$ cat src/sv/bzs_delay.sv
// Enabled shift line that carries side data along the cell chain.
// Standalone; instantiated by the top level.
`timescale 1ns / 1ps
`default_nettype none

module bzs_delay #(
  parameter int unsigned WIDTH = 32,
  parameter int unsigned DEPTH = 3
) (
  input  wire logic             clk_i,
  input  wire logic             en_i,
  input  wire logic [WIDTH-1:0] d_i,
  output logic      [WIDTH-1:0] q_o
);

  logic [WIDTH-1:0] sr_q [DEPTH];

  // taps shift together with the pipeline
  always_ff @(posedge clk_i) begin
    if (en_i) begin
      sr_q[0] <= d_i;
      for (int i = 1; i < DEPTH; i++) begin
        sr_q[i] <= sr_q[i-1];
      end
    end
  end

  assign q_o = sr_q[DEPTH-1];

endmodule

`default_nettype wire

$ cat config.mk
export PLATFORM = sky130hd
export DESIGN_NAME = bzs_delay
export DESIGN_NICKNAME = d
export VERILOG_FILES = /design/src/sv/bzs_delay.sv
export SDC_FILE = /design/constraint.sdc
export NUM_CORES = 1
export LEC_CHECK = 0
export BUFFER_PORTS_ARGS = -buffer_cell sky130_fd_sc_hd__buf_2
export CORE_MARGIN = 8
export CORE_UTILIZATION = 40
export CTS_CLUSTER_DIAMETER = 200
export DETAILED_ROUTE_END_ITERATION = 8
export SYNTH_ARGS = -nofsm -noshare
export SYNTH_HDL_FRONTEND = slang
export SYNTH_SLANG_ARGS = --single-unit
$ cat constraint.sdc
create_clock -name clk_i -period 0.8 [get_ports clk_i]
set_input_delay 0.04 -clock clk_i [delete_from_list [all_inputs] [get_ports clk_i]]
set_output_delay 0.04 -clock clk_i [all_outputs]
set_load 0.1 [all_outputs]
==> flow_summary.json <==
{
  "status": "complete, but fails checks",
  "violations": "setup timing",
  "drt-initial-drc-count": 46,
  "swShare": 0.2312,
  "cpLargestDelayFamily": "flip-flops",
  "p_sw_mw": 2.470,
  "multiInputGateArea_um2": 0,
  "p_leak_nw": 1.643,
  "p_int_mw": 8.214,
  "clkTransAtPathRegs_ns": 0.08,
  "ir_drop_v": 0.001306,
  "synth_fp_nets": 162,
  "reg_top3": "sr_q: 96 flops",
  "first_pass_iters": 4,
  "routedWlPerCell_um": 14.57,
  "finalSetupViolCount": 32,
  "endpoint_kind": "output pin",
  "gp_congestion": 0.6480,
  "rows": 32,
  "core_um2": 7647,
  "crit_chain": "buf_12",
  "syn_area_per_cell_um2": 24.40,
  "slew_headroom": 0.9038,
  "yosys.area_share.simple": 0,
  "post_cts_buffers": 0,
  "num_vias": 1281,
  "area_delta_synth_final_pct": 41.51,
  "max_freq_mhz": 998.4,
  "combPwrFrac": 0.135,
  "gr-usage-all-layers": 0.08795,
  "antenna_found_initial": 0,
  "rsz0062_at_grt": "true",
  "fin_tns_setup_ns": -5.895,
  "tritoncts": "done",
  "dp.cells": 267,
  "final_net_count": 242,
  "fin_crit_sh": 1.252,
  "clkSinkCount": 96,
  "yosysTopAreaCell": "edfxtp_1",
  "num_io_pins": 66,
  "synthXorXnorAreaFrac": 0,
  "fin_ws_ns": -0.2016,
  "port_buffers": 65,
  "synthDistinctLibCells": 2,
  "p_clk_frac": 0.296,
  "stdcell_count": 314,
  "grt_pass1_wl_um": 7293,
  "syn-cell-area_um2": 3123,
  "worstPathArrival_ns": 0.96,
  "hold_viol": 0,
  "startpoint_type": "flip-flop",
  "fill_cells": 579,
  "p_seq_frac": 0.569,
  "synth_compound_area_frac": 0,
  "largest_reg_flops": 96,
  "clk_path_buf_depth": 2,
  "root_buffer": "clkbuf_8",
  "period_needed_ns": 1.002,
  "ant_nets": 0,
  "layout_common_cells": "96 x edfxtp_1, 36 x buf_12, 32 x dlygate4sd3_1, 32 x buf_2, 9 x clkbuf_8",
  "worstHoldPathType": "primary input to flip-flop",
  "crit_required_ns": 0.76,
  "die_w_um": 104.4,
  "max-cap-violations": 0,
  "fin_worst_skew_ns": 0.006868,
  "fin_util": 0.5779,
  "gr-total-overflow": 0,
  "h-tree-depth": 3,
  "synthTopCellsByArea": "edfxtp_1 92%, buf_4 7.7%",
  "die_y_um": 104.4,
  "vias_per_cell": 4.080,
  "critPathMaxFanout": 1,
  "synth_top_family_by_area": "buffers and inverters",
  "pwr_density_cell_nw_per_um2": 2418,
  "grt_max_degree": 28,
  "layout_commonest_cell": "edfxtp_1",
  "routed_wl_um": 4575,
  "max_stage_delay_ns": 0.43,
  "die-area_um2": 10890,
  "yosysWarnings": 0,
  "initial_core_util": 0.4084,
  "seq_area_frac_synth": 0.9231,
  "antenna_cells": 0,
  "slowest_stage": "edfxtp_1",
  "cp.buffers_inverters": 1,
  "cts_buffers": 9,
  "finalMaxSlewViolations": 0,
  "hold_ws_ns": 0.1829,
  "synth_cells": 128,
  "critPathKind": "flip-flop to output pin",
  "synthAdderAreaFrac": 0,
  "grt_pass1_vias": 1442,
  "tightest_slew_ns": 0.1443,
  "drive_above_1_share": 0.3821,
  "synth_mux_area_frac": 0,
  "drc": 0,
  "synth_top_area_frac": 0.9231,
  "clock_latency_ns": 0.33,
  "ys_ff_latch": 96,
  "multi_input_gates": 0,
  "top_register": "sr_q"
}
## per-stage QoR
stage | total power [mW] | instance area, um^2 | setup slack, ns
2_1_floorplan | 6.952 | 3123 | 0.1851
3_3_place_gp | 7.484 | 3899 | 0.09634
3_5_place_dp | 7.529 | 3899 | 0.07993
4_1_cts | 10.80 | 4419 | -0.2240
5_1_grt | 11.04 | 4419 | -0.2510
6_report | 10.68 | 4419 | -0.2016
## synth_stat cells, drive strengths merged
cell     n
edfxtp  96
buf     32
## per-layer routing
metal,up-vias,share of wire,GRT usage
li1,610,-,-
met1,631,0.37,0.08346
met2,31,0.58,0.1594
met3,9,0.037,0.02788
met4,0,0.022,0.05688
met5,-,0,0
## layout make-up
type | instances | area [um^2] | area share
sequential | 96 | 2883 | 0.6523
timing repair buffer | 101 | 1209 | 0.2735
clock buffer | 10 | 127.6 | 0.02888
tap | 102 | 127.6 | 0.02888
clock inverter | 5 | 72.57 | 0.01642
## timing repair
| action | in CTS | in global routing |
|---|---|---|
| endpoints found under the hold margin | 32 | 0 |
| setup endpoints to repair | 32 | 32 |
| pin swaps | 0 | 0 |
| resized for setup | 0 | 0 |
| hold buffers | 32 | 0 |
## power groups by stage
stage                     clock network, mW  logic, mW  registers [mW]
after detailed placement                  0       1.33            6.20
after floorplan                           0      0.847            6.11
final                                  3.16       1.44            6.08
after global placement                    0       1.31            6.17
after CTS                              3.27       1.45            6.08
after global routing                   3.44       1.48            6.11
## logic make-up after synthesis
group    after synthesis
buf+inv               32
flops                 96
## path summary, 6_finish.rpt
path,from,end,slack (ns),depth (start not counted)
max reg2reg,sr_q[0][6],sr_q[0][38],0.16,0
max,sr_q[0][86],q_o[22],-0.20,1
min,en_i,sr_q[0][18],0.18,2
min reg2reg,sr_q[0][58],sr_q[0][90],0.42,0
No activity file was read; power rests on OpenSTA's default activity.
