===== config.mk =====
export PLATFORM = sky130hd
export DESIGN_NAME = bzs_lerp_cell
export DESIGN_NICKNAME = d
export VERILOG_FILES = /design/src/sv/bzs_lerp_cell.sv
export SDC_FILE = /design/constraint.sdc
export NUM_CORES = 2
export LEC_CHECK = 0
export BUFFER_PORTS_ARGS = -buffer_cell sky130_fd_sc_hd__buf_4
export CORE_ASPECT_RATIO = 0.9
export CORE_MARGIN = 5
export CORE_UTILIZATION = 58
export DETAILED_ROUTE_END_ITERATION = 8
export PLACE_DENSITY_LB_ADDON = 0.2
export RECOVER_POWER = 25
export SETUP_SLACK_MARGIN = 0.15
export SLEW_MARGIN = 0
export SYNTH_ARGS = -nofsm -noshare
export SYNTH_HDL_FRONTEND = slang
export SYNTH_SLANG_ARGS = --single-unit

===== constraint.sdc =====
create_clock -name clk_i -period 5.74 [get_ports clk_i]
set_input_delay 0.287 -clock clk_i [delete_from_list [all_inputs] [get_ports clk_i]]
set_output_delay 0.287 -clock clk_i [all_outputs]
set_load 0.05 [all_outputs]

===== src/sv/bzs_lerp_cell.sv =====
// One interpolation cell: r = a + round((b - a) * t), three register stages.
// Standalone; instantiated by the top level.
`timescale 1ns / 1ps
`default_nettype none

module bzs_lerp_cell #(
  parameter int unsigned CW = 32,
  parameter int unsigned TF = 16
) (
  input  wire logic          clk_i,
  input  wire logic          en_i,
  input  wire logic [CW-1:0] a_i,
  input  wire logic [CW-1:0] b_i,
  input  wire logic [TF:0]   t_i,
  output logic      [CW-1:0] r_o,
  output logic      [TF:0]   t_o
);

  localparam int unsigned PW = CW + TF + 2;
  localparam logic [PW-1:0] HALF = PW'(1) << (TF - 1);

  // stage 1: difference and magnitude
  logic [CW:0] diff;
  logic [CW:0] mag;
  logic        neg;

  logic [CW-1:0] a1_q, a2_q;
  logic [CW:0]   mag1_q;
  logic          neg1_q, neg2_q;
  logic [TF:0]   t1_q, t2_q, t3_q;
  logic [PW-1:0] prod2_q;
  logic [CW-1:0] r3_q;

  assign diff = {b_i[CW-1], b_i} - {a_i[CW-1], a_i};
  assign neg  = diff[CW];
  assign mag  = neg ? (~diff + (CW+1)'(1)) : diff;

  // stage 3: round, then step from a toward b
  logic [PW-1:0] rnd;
  logic [CW:0]   step;
  logic [CW:0]   a_ext;
  logic [CW:0]   res;

  assign rnd   = prod2_q + HALF;
  assign step  = rnd[TF+CW:TF];
  assign a_ext = {a2_q[CW-1], a2_q};
  assign res   = neg2_q ? (a_ext - step) : (a_ext + step);

  always_ff @(posedge clk_i) begin
    if (en_i) begin
      a1_q    <= a_i;
      mag1_q  <= mag;
      neg1_q  <= neg;
      t1_q    <= t_i;
      // stage 2: exact product
      a2_q    <= a1_q;
      neg2_q  <= neg1_q;
      t2_q    <= t1_q;
      prod2_q <= PW'(mag1_q) * PW'(t1_q);
      // stage 3 result
      r3_q    <= res[CW-1:0];
      t3_q    <= t2_q;
    end
  end

  assign r_o = r3_q;
  assign t_o = t3_q;

endmodule

`default_nettype wire


==> metrics <==
R2R setup slack -0.62 ns; Finished Layout Cells 4124; Net Count, Synth 3773; slew margin rel. -52.03%; Die Wd 246.7 µm; WS Path Type reg2reg; GPL Wtd Cong 0.9095; GRT Total Usage 27.27%; H-tree levels 1; biggest area consumer among synthesized cells fa_1; TritonCTS clock tree built; Die Span Y about 220 µm; failing checks capacitance limit, slew limit, setup timing; largest net degree at the start of global routing 179; Multi-input gate area just over 20000 µm²; slowest CP cell fa_2; DIE AREA 55040 µm²; DRC viols 0; worst hold slack 0.2998 ns; CP arrival 6.68 ns; FF-to-FF path depth 20; CTS Buf Count 28; Initial Util between 50% and 60%; port bufs 131; Synth Register Bits roughly 220; Critical Path Max Stage Delay 0.63 ns; clock latency on the worst-skew pair approximately 0.57 ns; Ports 132; Final Max Slew Viols 38; Cells after Synth 3050; Clock transition at path regs ~0.060 ns; Seq/Total Area, Yosys 22.07%; dpl hpwl between 50 and 60 mm; CP endpoint kind flip-flop; wire per inst 18.10 µm; area delta synth->final 19.69%; antenna violations before repair 2; Routed Antenna Nets 0; share of cells above drive strength 1 16.46%; fin nets 4147; Final Hold Vio Count 0; RSZ-0062 raised after global routing yes; synth warn 0; crit path launch type flip-flop; Netlist Area Pre-Place 29260 µm²; Synth Area per Inst 9.592 µm²; drt first-iter violations 1534; ys flop type edfxtp_1; Least-Margin Pin Slew 2.280 ns; Vias/cell 5.521; DRT Wirelength 74.66 mm; TritonRoute pass-1 iters 6; Crit Path Max Fanout 9; clock skew 0.01913 ns; Synth area leaders fa_1 32%, edfxtp_1 22%, ha_1 7.6%; EDFF count, synth 215; Top cell by count, worst path fa_1; number of global-route vias before repair 24030; Final min period 6.359 ns; clock root buffer master clkbuf_16; hold crit path type in2reg; worst-case clock buffer depth 3; Worst Hold Depth 4; placed cells 3978; FP Rows 78; GRT overflow 0; final setup fails 27; Synth top area share 31.68%; outcome complete, but fails checks; TritonCTS Sinks about 220; Core Box Area 50160 µm²; via count 22770; setup_tns -11.31 ns; Fmax 0.1572 GHz; Worst EP required 6.06 ns; # fillers 3907; area post-placement 32770 µm²; CP Cell Sequence buf_4 -> buf_6 -> nand2_1 -> fa_1 -> inv_1 -> fa_1 -> fa_2 -> fa_1 -> fa_1 -> fa_1 -> ha_4 -> and3_4 -> and4_1 -> nand4_1 -> a211o_4 -> and4b_2 -> o31ai_4 -> o21a_1 -> nor2_1 -> xnor2_1; ANT cells 0; Final Cycle Share 110.8%; Sequential Area about 6500 µm²; PnR worst setup slack -0.6193 ns; max_cap viols 1; final instance area 35020 µm²; Synth cell types 87; first-pass GRT wire length 120.9 mm; Synth async-reset ratio 0%
==> final cells by class <==
cell class | instances | area share [%]
Clock buffer | 31 | 2.094
Clock inverter | 19 | 0.5467
Inverter | 588 | 6.303
Multi-Input combinational cell | 2127 | 58.84
Sequential cell | 215 | 18.44
Tap cell | 680 | 2.430
Timing Repair Buffer | 464 | 11.35
==> cells by family (layout without fill, tap and decap cells) <==
group	after synthesis	count (layout)	share of synthesized area (%)
AO/OA/AOI/OAI	362	362	8.365
multiplexers	8	8	0.2823
adder cells (fa/ha/maj)	640	640	39.25
AND/OR/NAND/NOR	944	944	15.61
buffers and inverters	708	1102	9.220
flip-flops	215	215	22.07
XOR/XNOR	173	173	5.205
==> cells in the mapped netlist, types with 6 or more instances <==
| cell type | count |
|---|---|
| a211oi_1 | 11 |
| nor2_1 | 98 |
| a21boi_0 | 6 |
| ha_1 | 177 |
| nor4_1 | 8 |
| and2_1 | 202 |
| mux2i_1 | 6 |
| or3_1 | 6 |
| fa_1 | 463 |
| xnor2_1 | 110 |
| buf_2 | 13 |
| o211ai_1 | 8 |
| nor3_1 | 29 |
| and3_1 | 20 |
| o22ai_1 | 6 |
| edfxtp_1 | 215 |
| o31ai_1 | 10 |
| o21ai_0 | 65 |
| inv_1 | 588 |
| o41ai_1 | 6 |
| nor2b_1 | 16 |
| xor2_1 | 62 |
| nand2b_1 | 9 |
| clkbuf_1 | 97 |
| a31oi_1 | 16 |
| nand3_1 | 34 |
| nand4_1 | 22 |
| a21oi_1 | 107 |
| a21o_1 | 45 |
| and4_1 | 8 |
| o21bai_1 | 8 |
| or2_2 | 6 |
| nand2_1 | 451 |
| o21a_1 | 13 |
==> per-stage QoR <==
| step | util, % | worst slack (ns) |
|---|---|---|
| floorplan | - | -0.2090 |
| global placement | 65.32 | -0.5322 |
| detailed placement | 65.32 | -0.7468 |
| CTS | 68.92 | -0.6202 |
| global route | 69.81 | -0.8542 |
| finish | 69.81 | -0.6193 |
==> path summary, 6_finish.rpt <==
check,startpoint,end
hold / removal,b_i[0],mag1_q[0]
hold reg to reg,a1_q[0],a2_q[0]
setup / recovery,mag1_q[10],prod2_q[46]
setup reg to reg,mag1_q[10],prod2_q[46]
==> flip-flops by register name (all words and copies together) (netlist names), 17 cells and up <==
name	count
prod2_q	33
mag1_q	33
a2_q	32
t2_q	17
r_o	32
t1_q	17
a1_q	32
t_o	17
==> critical path: cells and delay by family (launching register included) <==
| family | cells | cell delay, ns |
|---|---|---|
| and+or+nand+nor | 6 | 1.03 |
| DFF | 1 | 0.42 |
| xor gates and xnor gates | 1 | 0.12 |
| buffers and inverters | 3 | 0.33 |
| AOI/OAI and AO/OA | 3 | 0.84 |
| adders and majority gates | 7 | 3.36 |
==> layout by cell type (no fill, tap or decap), types with 9 or more instances in the layout <==
| cell type | synthesis | final |
|---|---|---|
| o21ai_0 | 65 | 52 |
| o21ai_1 | 5 | 12 |
| nor2b_1 | 16 | 16 |
| buf_4 | 2 | 338 |
| nor2_1 | 98 | 97 |
| a21oi_1 | 107 | 96 |
| nand3_1 | 34 | 33 |
| nor3_1 | 29 | 29 |
| o21a_1 | 13 | 13 |
| and3_1 | 20 | 17 |
| ha_4 | 0 | 10 |
| clkbuf_4 | 0 | 19 |
| dlygate4sd3_1 | 0 | 49 |
| ha_1 | 177 | 164 |
| buf_12 | 0 | 26 |
| a21o_1 | 45 | 45 |
| buf_6 | 2 | 16 |
| nand2b_1 | 9 | 9 |
| fa_1 | 463 | 457 |
| clkbuf_16 | 0 | 30 |
| nand2_1 | 451 | 447 |
| a31oi_1 | 16 | 14 |
| xnor2_1 | 110 | 108 |
| edfxtp_1 | 215 | 215 |
| nand4_1 | 22 | 22 |
| xor2_1 | 62 | 61 |
| clkbuf_1 | 97 | 15 |
| inv_1 | 588 | 583 |
| and2_1 | 202 | 193 |
| a21oi_2 | 1 | 10 |
| and2_4 | 0 | 9 |
==> per-layer routing <==
layer / vias up / part of all wire [%] / GRT usage [%]
met3: 233 / 5.4 / 3.318
met2: 755 / 51 / 47.28
met4: 2 / 5.4 / 12.29
met5: - / 0.016 / 0
met1: 11380 / 39 / 34.43
li1: 10400 / - / -
==> what timing repair did <==
| item | 4_1_cts | 5_1_grt |
|---|---|---|
| buffers inserted | 18 | 28 |
| hold buffers | 49 | 0 |
| pin swaps | 14 | 26 |
| setup endpoints to repair | 34 | 40 |
| resized for setup | 51 | 60 |
| gates cloned | 0 | 1 |
| endpoints found under the hold margin | 49 | 0 |
Power is not shown: default switching activity piles up to over one toggle a cycle in this logic, so the estimate is an artifact.
